File: src/gscc_pkg.sv
// Shared types and constants for the gear shift and clutch control block.
// No dependencies; used by gscc_cfg, the top level and the checker.
package gscc_pkg;

  // Field widths
  localparam int unsigned RpmW    = 15;
  localparam int unsigned DistW   = 16;
  localparam int unsigned PressW  = 10;
  localparam int unsigned ClutchW = 11;
  localparam int unsigned HoldW   = 6;
  localparam int unsigned GearW   = 3;
  localparam int unsigned CfgIdxW = 4;
  localparam int unsigned CfgDatW = 16;

  // Register reset values
  localparam logic [RpmW-1:0]    UpRpmRst      = 15'd9000;
  localparam logic [RpmW-1:0]    DownRpm2Rst   = 15'd3600;
  localparam logic [RpmW-1:0]    DownRpm3Rst   = 15'd4800;
  localparam logic [RpmW-1:0]    DownRpm4Rst   = 15'd5500;
  localparam logic [RpmW-1:0]    DownRpm5Rst   = 15'd5900;
  localparam logic [RpmW-1:0]    DownRpm6Rst   = 15'd6500;
  localparam logic [PressW-1:0]  PressRst      = 10'd500;
  localparam logic [DistW-1:0]   LaunchRst     = 16'd10;
  localparam logic [ClutchW-1:0] CeilFirstRst  = 11'd650;

  // Shift holdoff loads and clutch decay steps
  localparam logic [HoldW-1:0]   HoldUp        = 6'd20;
  localparam logic [HoldW-1:0]   HoldDown      = 6'd50;
  localparam logic [ClutchW-1:0] StepFast      = 11'd50;
  localparam logic [ClutchW-1:0] StepFirst     = 11'd25;
  localparam logic [ClutchW-1:0] StepSlow      = 11'd40;

  // Largest clutch level that can ever show: floor(1023 * 1.3)
  localparam logic [ClutchW-1:0] ClutchMax     = 11'd1329;

  // Gear codes
  localparam logic [GearW-1:0]   GearFirst     = 3'd1;
  localparam logic [GearW-1:0]   GearTop       = 3'd6;

  // Configuration register indexes
  typedef enum logic [CfgIdxW-1:0] {
    CFG_UPSHIFT_RPM   = 4'd0,
    CFG_DOWN_RPM_G2   = 4'd1,
    CFG_DOWN_RPM_G3   = 4'd2,
    CFG_DOWN_RPM_G4   = 4'd3,
    CFG_DOWN_RPM_G5   = 4'd4,
    CFG_DOWN_RPM_G6   = 4'd5,
    CFG_PRESS_LEVEL   = 4'd6,
    CFG_LAUNCH_DIST   = 4'd7
  } cfg_idx_e;

  // Register bank contents handed to the datapath
  typedef struct packed {
    logic [RpmW-1:0]    upshift_rpm;
    logic [RpmW-1:0]    down_rpm_g2;
    logic [RpmW-1:0]    down_rpm_g3;
    logic [RpmW-1:0]    down_rpm_g4;
    logic [RpmW-1:0]    down_rpm_g5;
    logic [RpmW-1:0]    down_rpm_g6;
    logic [PressW-1:0]  press_level;
    logic [DistW-1:0]   launch_distance;
    logic [ClutchW-1:0] ceil_first;    // floor(press_level * 1.3)
  } cfg_t;

endpackage

File: src/gscc_cfg.sv
// Configuration register bank of the gear shift and clutch control block.
// Depends on gscc_pkg; also precomputes the first-gear clutch ceiling.
module gscc_cfg (
  input  logic                          clk_i,
  input  logic                          rst_ni,
  input  logic                          cfg_valid_i,
  output logic                          cfg_ready_o,
  input  logic [gscc_pkg::CfgIdxW-1:0]  cfg_index_i,
  input  logic [gscc_pkg::CfgDatW-1:0]  cfg_data_i,
  output gscc_pkg::cfg_t                cfg_o
);
  import gscc_pkg::*;

  // floor(x / 10) for x < 4096 as (x * 52429) >> 19
  localparam logic [15:0] RecipTenth = 16'd52429;

  cfg_t              cfg_q, cfg_d;
  logic [PressW-1:0] press_new;
  logic [11:0]       press_x3;
  logic [27:0]       tenth_prod;
  logic [8:0]        press_x3_div10;

  // Ceiling in first gear: P + floor(3P / 10)
  always_comb begin
    press_new      = cfg_data_i[PressW-1:0];
    press_x3       = {1'b0, press_new, 1'b0} + {2'b00, press_new};
    tenth_prod     = press_x3 * RecipTenth;
    press_x3_div10 = tenth_prod[27:19];
  end

  // Decode the write
  always_comb begin
    cfg_d = cfg_q;
    if (cfg_valid_i) begin
      case (cfg_idx_e'(cfg_index_i))
        CFG_UPSHIFT_RPM: cfg_d.upshift_rpm = cfg_data_i[RpmW-1:0];
        CFG_DOWN_RPM_G2: cfg_d.down_rpm_g2 = cfg_data_i[RpmW-1:0];
        CFG_DOWN_RPM_G3: cfg_d.down_rpm_g3 = cfg_data_i[RpmW-1:0];
        CFG_DOWN_RPM_G4: cfg_d.down_rpm_g4 = cfg_data_i[RpmW-1:0];
        CFG_DOWN_RPM_G5: cfg_d.down_rpm_g5 = cfg_data_i[RpmW-1:0];
        CFG_DOWN_RPM_G6: cfg_d.down_rpm_g6 = cfg_data_i[RpmW-1:0];
        CFG_PRESS_LEVEL: begin
          cfg_d.press_level = press_new;
          cfg_d.ceil_first  = {1'b0, press_new} + {2'b00, press_x3_div10};
        end
        CFG_LAUNCH_DIST: cfg_d.launch_distance = cfg_data_i;
        default: cfg_d = cfg_q;
      endcase
    end
  end

  // Hold the register values
  always_ff @(posedge clk_i or negedge rst_ni) begin
    if (!rst_ni) begin
      cfg_q.upshift_rpm     <= UpRpmRst;
      cfg_q.down_rpm_g2     <= DownRpm2Rst;
      cfg_q.down_rpm_g3     <= DownRpm3Rst;
      cfg_q.down_rpm_g4     <= DownRpm4Rst;
      cfg_q.down_rpm_g5     <= DownRpm5Rst;
      cfg_q.down_rpm_g6     <= DownRpm6Rst;
      cfg_q.press_level     <= PressRst;
      cfg_q.launch_distance <= LaunchRst;
      cfg_q.ceil_first      <= CeilFirstRst;
    end else begin
      cfg_q <= cfg_d;
    end
  end

  assign cfg_ready_o = 1'b1;
  assign cfg_o       = cfg_q;

endmodule

File: src/gear_shift_and_clutch_control.sv
// Top level of the gear shift and clutch control block.
// Depends on gscc_pkg and gscc_cfg.
//
//   channel | direction | handshake            | payload
//   --------+-----------+----------------------+----------------------------------------
//   in      | sink      | in_valid_i/in_stall_o | gear_now_i, engine_rpm_i, distance_raced_i
//   out     | source    | out_valid_o/out_stall_i | gear_command_o, clutch_out_o
//   cfg     | sink      | cfg_valid_i/cfg_ready_o | cfg_index_i, cfg_data_i
//
// An item passes an input register, one pass of compare-and-update logic, then the
// result register. One item per cycle is accepted while the input is not stalled.
// The holdoff and clutch state is updated as an item moves into the result register,
// so the next item always sees it. Reset clears both and loads the register defaults.
// A stalled result holds the result register; input stalls only while both stages are full.
module gear_shift_and_clutch_control (
  input  logic                                clk_i,
  input  logic                                rst_ni,
  input  logic                                in_valid_i,
  output logic                                in_stall_o,
  input  logic signed [3:0]                   gear_now_i,
  input  logic        [gscc_pkg::RpmW-1:0]    engine_rpm_i,
  input  logic        [gscc_pkg::DistW-1:0]   distance_raced_i,
  output logic                                out_valid_o,
  input  logic                                out_stall_i,
  output logic        [gscc_pkg::GearW-1:0]   gear_command_o,
  output logic        [gscc_pkg::ClutchW-1:0] clutch_out_o,
  input  logic                                cfg_valid_i,
  output logic                                cfg_ready_o,
  input  logic        [gscc_pkg::CfgIdxW-1:0] cfg_index_i,
  input  logic        [gscc_pkg::CfgDatW-1:0] cfg_data_i
);
  import gscc_pkg::*;

  cfg_t cfg;

  gscc_cfg u_cfg (
    .clk_i       (clk_i),
    .rst_ni      (rst_ni),
    .cfg_valid_i (cfg_valid_i),
    .cfg_ready_o (cfg_ready_o),
    .cfg_index_i (cfg_index_i),
    .cfg_data_i  (cfg_data_i),
    .cfg_o       (cfg)
  );

  // Pipeline registers
  logic               s1_valid_q, s1_valid_d;
  logic signed [3:0]  s1_gear_q;
  logic [RpmW-1:0]    s1_rpm_q;
  logic [DistW-1:0]   s1_dist_q;
  logic               out_valid_q, out_valid_d;
  logic [GearW-1:0]   out_gear_q;
  logic [ClutchW-1:0] out_clutch_q;

  // Block state
  logic [HoldW-1:0]   hold_q, hold_d;
  logic [ClutchW-1:0] clutch_q, clutch_d;

  // Handshake
  logic in_fire, out_free, s1_fire;

  // Datapath
  logic               gear_low;
  logic [GearW-1:0]   gear_pos;
  logic [HoldW-1:0]   hold_dec;
  logic [RpmW-1:0]    down_thr;
  logic               up_shift, down_shift, first_rule;
  logic [GearW-1:0]   gear_cmd;
  logic [ClutchW-1:0] press_ext, lvl, ceil_lvl, step;
  logic [HoldW-1:0]   hold_new;

  assign out_free   = !out_valid_q || !out_stall_i;
  assign s1_fire    = s1_valid_q && out_free;
  assign in_stall_o = s1_valid_q && !out_free;
  assign in_fire    = in_valid_i && !in_stall_o;

  // Clamp the gear: negative or neutral counts as low, seven counts as six
  always_comb begin
    gear_low = s1_gear_q[3] || (s1_gear_q == 4'sd0);
    gear_pos = (s1_gear_q[2:0] == 3'd7) ? GearTop : s1_gear_q[2:0];
  end

  // Pick the downshift threshold of the current gear
  always_comb begin
    case (gear_pos)
      3'd2:    down_thr = cfg.down_rpm_g2;
      3'd3:    down_thr = cfg.down_rpm_g3;
      3'd4:    down_thr = cfg.down_rpm_g4;
      3'd5:    down_thr = cfg.down_rpm_g5;
      3'd6:    down_thr = cfg.down_rpm_g6;
      default: down_thr = '0;
    endcase
  end

  // Shift decision
  always_comb begin
    hold_dec   = (hold_q != '0) ? hold_q - 1'b1 : '0;
    up_shift   = !gear_low && (gear_pos < GearTop) &&
                 (s1_rpm_q > cfg.upshift_rpm) && (hold_dec == '0);
    down_shift = !gear_low && !up_shift && (gear_pos > GearFirst) &&
                 (s1_rpm_q < down_thr) && (hold_dec == '0);
    if (gear_low) begin
      gear_cmd = GearFirst;
    end else if (up_shift) begin
      gear_cmd = gear_pos + 1'b1;
    end else if (down_shift) begin
      gear_cmd = gear_pos - 1'b1;
    end else begin
      gear_cmd = gear_pos;
    end
    if (up_shift) begin
      hold_new = HoldUp;
    end else if (down_shift) begin
      hold_new = HoldDown;
    end else begin
      hold_new = hold_dec;
    end
  end

  // Clutch: press on a shift or at launch, clamp to the ceiling, then decay
  always_comb begin
    press_ext  = {1'b0, cfg.press_level};
    first_rule = gear_low || (gear_pos == GearFirst);
    ceil_lvl   = first_rule ? cfg.ceil_first : press_ext;
    step       = first_rule ? StepFirst : StepFast;
    lvl        = (up_shift || down_shift) ? press_ext : clutch_q;
    if (s1_dist_q < cfg.launch_distance) begin
      lvl = press_ext;
    end
    if (lvl != '0) begin
      if (lvl > ceil_lvl) begin
        lvl = ceil_lvl;
      end
      if (lvl != ceil_lvl) begin
        lvl = (lvl > step) ? lvl - step : '0;
      end else begin
        lvl = (lvl > StepSlow) ? lvl - StepSlow : '0;
      end
    end
  end

  // Next-state selection
  always_comb begin
    s1_valid_d  = in_fire || (s1_valid_q && !out_free);
    out_valid_d = out_free ? s1_valid_q : out_valid_q;
    hold_d      = s1_fire ? hold_new : hold_q;
    clutch_d    = s1_fire ? lvl : clutch_q;
  end

  // Control and state registers
  always_ff @(posedge clk_i or negedge rst_ni) begin
    if (!rst_ni) begin
      s1_valid_q  <= 1'b0;
      out_valid_q <= 1'b0;
      hold_q      <= '0;
      clutch_q    <= '0;
    end else begin
      s1_valid_q  <= s1_valid_d;
      out_valid_q <= out_valid_d;
      hold_q      <= hold_d;
      clutch_q    <= clutch_d;
    end
  end

  // Capture the input item
  always_ff @(posedge clk_i) begin
    if (in_fire) begin
      s1_gear_q <= gear_now_i;
      s1_rpm_q  <= engine_rpm_i;
      s1_dist_q <= distance_raced_i;
    end
  end

  // Advance the result into the output register
  always_ff @(posedge clk_i) begin
    if (s1_fire) begin
      out_gear_q   <= gear_cmd;
      out_clutch_q <= lvl;
    end
  end

  assign out_valid_o    = out_valid_q;
  assign gear_command_o = out_gear_q;
  assign clutch_out_o   = out_clutch_q;

endmodule

File: config.mk
export PLATFORM = sky130hd
export DESIGN_NAME = gear_shift_and_clutch_control
export DESIGN_NICKNAME = d
export VERILOG_FILES = /design/src/gscc_pkg.sv /design/src/gscc_cfg.sv /design/src/gear_shift_and_clutch_control.sv
export SDC_FILE = /design/constraint.sdc
export NUM_CORES = 1
export LEC_CHECK = 0
export ABC_AREA = 1
export BUFFER_PORTS_ARGS = -buffer_cell sky130_fd_sc_hd__buf_4
export CAP_MARGIN = 20
export CORE_MARGIN = 2
export CORE_UTILIZATION = 55
export CTS_CLUSTER_SIZE = 10
export DETAILED_ROUTE_END_ITERATION = 7
export PLACE_DENSITY = 0.73
export RECOVER_POWER = 25
export SYNTH_ARGS = -nofsm -noshare
export SYNTH_HDL_FRONTEND = slang
export SYNTH_SLANG_ARGS = --single-unit
export TNS_END_PERCENT = 30
File: constraint.sdc
create_clock -name clk_i -period 6.6 [get_ports clk_i]
set_clock_uncertainty 0.1 [all_clocks]
set_input_delay 1.32 -clock clk_i [delete_from_list [all_inputs] [get_ports clk_i]]
set_output_delay 1.32 -clock clk_i [all_outputs]
set_load 0.1 [all_outputs]
==> summary.md <==
| Metric | Value |
|---|---|
| Status | finished, violations left |
| Failing checks | max-capacitance violations, max-slew violations, negative setup slack |
| Die width | 162 um |
| CP Max Fanout | 4 |
| Final GP Congestion | 0.969 |
| Flop2flop setup slack | -0.04 ns |
| Clock transition at path regs | 0.08 ns |
| Share of cells above drive strength 1 | 21.6% |
| Die H | 162 um |
| Setup TNS | -12.17 ns |
| Clock Tree Root | clkbuf_16 |
| Syn_nets | 1883 |
| Pre-CTS worst setup slack | -2.03 ns |
| Top cell type by total area after synthesis | dfrtp_1 |
| CP max stage delay | 0.59 ns |
| ANT nets after route | 0 |
| Post-cts hold buffer count | 0 |
| CTS Buf Count | 17 |
| Yosys top cell area share | 18.4% |
| Final critical-path required period | 8.14 ns |
| Fin. Hold Viols | 0 |
| Pins Over Slew Limit | 102 |
| DR vias | 11.7k |
| Routed Wire Length | 35400 um |
| Synth Flop Type | dfrtp_1 |
| First-pass GRT wire length | 57900 um |
| Synth top area cells | dfrtp_1, ha_1, nand2_1 |
| Starting density of the core | 56.3% |
| Final Setup Violations | 14 |
| Commonest non-fill, non-tap cell in the layout | nand2_1 |
| Cell Area, Synth | 13700 sq um |
| Post-DP HPWL | 26300 um |
| TritonRoute pass-1 iters | 7 |
| Vias/cell | 5.44 |
| CTS Sinks | 195 |
| Initial drt markers | 907 |
| Max_cap viols | 1 |
| Vias in the first global route | 11.7k |
| Port bufs | 75 |
| Initial antenna violation count | 0 |
| Final worst slack | -1.54 ns |
| Sequential share of the synthesized area | 37.7% |
| Wire length per cell | 16.5 um |
| FF+latch count, synth | 195 |
| CTS H-tree lvls | 4 |
| Fmax | 123 MHz |
| Synth warnings | 0 |
| Async S/R FF share, synth | 74.9% |
| Critical path's most frequent cell | buf_4 |
| Drt drc | 0 |
| CP Class | in -> reg |
| Row Count | 57 |
| GRT Resource Usage Total | 27.8% |
| Post-synth EDFFs | 49 |
| Crit path DAT | 8.35 ns |
| Synth Area per Inst | 8.47 sq um |
| Worst EP required | 6.81 ns |
| Most frequent cells in the layout | nand2_1, inv_1, buf_4, ha_1, o21ai_0 |
| CTS tree | built |
| Slew HR | -263% |
| Worst slew pin tran | 5.44 ns |
| Core Area | 24400 sq um |
| Die area | 26200 sq um |
| Largest net degree at the start of global routing | 102 |
| Crit end category | register |
| Final Core Density | 67.8% |
| CTS Buffer Depth | 2 |
| Count of cell types in the netlist | 53 |
| Tcrit/Tclk final | 123% |
| Crit-path slowest cell | fa_1 |
| I/O Pins | 77 |
| Clk_lat worst skew | 0.45 ns |
| Min-delay worst type | reg -> reg |
| Remaining Overflow, GRT | 0 |
| Area growth, synth to finish | 20.4% |
| RSZ-0062 raised after global routing | true |
| Synthesized instance count | 1621 |
| Fin nets | 2072 |
| Startpoint type of the worst setup path | input pin |
| Antenna diode count | 0 |
-- cell type report --
| cell class | instances | area, sq um |
|---|---|---|
| Clock buffer | 19 | 454 |
| Sequential cell | 195 | 5180 |
| Tap cell | 324 | 405 |
| Clock inverter | 13 | 161 |
| Multi-Input combinational cell | 1128 | 7700 |
| Inverter | 249 | 935 |
| Fill cell | 1985 | 7860 |
| Timing Repair Buffer | 219 | 1690 |
-- state kept, by name, indices dropped and copies added (netlist names) --
register,count
clutch_out_o,11
out_valid_o,1
s1_valid_q,1
s1_dist_q,16
s1_gear_q,4
s1_rpm_q,15
clutch_q,11
gear_command_o,3
hold_q,6
u_cfg.cfg_o,127
-- worst max-delay path, delay by kind of cell --
| kind | cells | cell delay [ns] |
|---|---|---|
| xor gates and xnor gates | 2 | 0.37 |
| AOI/OAI and AO/OA | 8 | 1.06 |
| adders and majority gates | 9 | 3.24 |
| buffers and inverters | 16 | 1.65 |
| and+or+nand+nor | 6 | 0.69 |
-- Yosys cell counts (2+ instances only) --
library cell and n:
inv_2 13, o21a_1 2, a221oi_1 13, nand3_2 6, a21o_1 5, buf_6 3
o21ai_0 153, dfrtp_1 101, nor3b_1 2, nor3_1 8, nor4_1 3, clkinv_1 2
inv_1 234, nand2_1 395, a31oi_1 4, o211ai_1 16, nand3_1 67, o21bai_1 8
a21oi_1 61, buf_1 2, o21ai_1 7, xor2_1 28, ha_1 157, nor2_2 4
nand2_2 9, a211oi_1 3, nand4_1 34, buf_4 4, dfstp_2 45, o21ai_2 2
or2_2 5, nand3b_1 2, xnor2_1 7, fa_1 45, edfxtp_1 49, clkbuf_1 34
nor2_1 66, o311ai_0 2, buf_2 6
-- metrics by stage --
step                cells  cell area (sq um)  hold slack (ns)
floorplan            1621              13800            0.342
global placement     2083              15400            0.356
detailed placement   2084              15400            0.356
CTS                  2137              16300            0.372
global route         2147              16500            0.393
finish               2147              16500            0.371
-- path summary, 6_finish.rpt --
path / start / to / cells after the start
max: cfg_data_i[1] / u_cfg.cfg_o[8] / 41
min: u_cfg.cfg_o[1] / u_cfg.cfg_o[1] / 2
max reg2reg: s1_gear_q[2] / clutch_q[6] / 42
min reg2reg: u_cfg.cfg_o[1] / u_cfg.cfg_o[1] / 2
max in group asynchronous: rst_ni / u_cfg.cfg_o[6] / 1
min in group asynchronous: rst_ni / u_cfg.cfg_o[23] / 1
-- timing repair --
item                                    4_1_cts  5_1_grt
endpoints found under the setup margin       11       33
pin swaps                                    51       41
setup buffers                                22       10
hold endpoints to repair                      0        0
cloned                                        0        0
gates resized for setup                      36       35
-- per-layer routing --
metal | GRT usage [%] | vias to the layer above | share of wire, %
met4 | 9.41 | 0 | 2.5
met3 | 3.45 | 59 | 4.9
met1 | 37.5 | 5614 | 45
met2 | 46.8 | 316 | 48
met5 | 0 | - | 0
li1 | - | 5699 | -
-- kinds of logic after synthesis --
family / synth area share [%]
adder cells (fa/ha/maj): 20.9
AO/OA/AOI/OAI: 11.5
buffers and inverters: 8.47
AND/OR/NAND/NOR: 19.2
other: 0.0273
XOR/XNOR: 2.23
flip-flops: 37.7
Power is left out: the tool's default activity adds up to more than one toggle a clock period on the data nets, which glitch-free logic cannot reach.
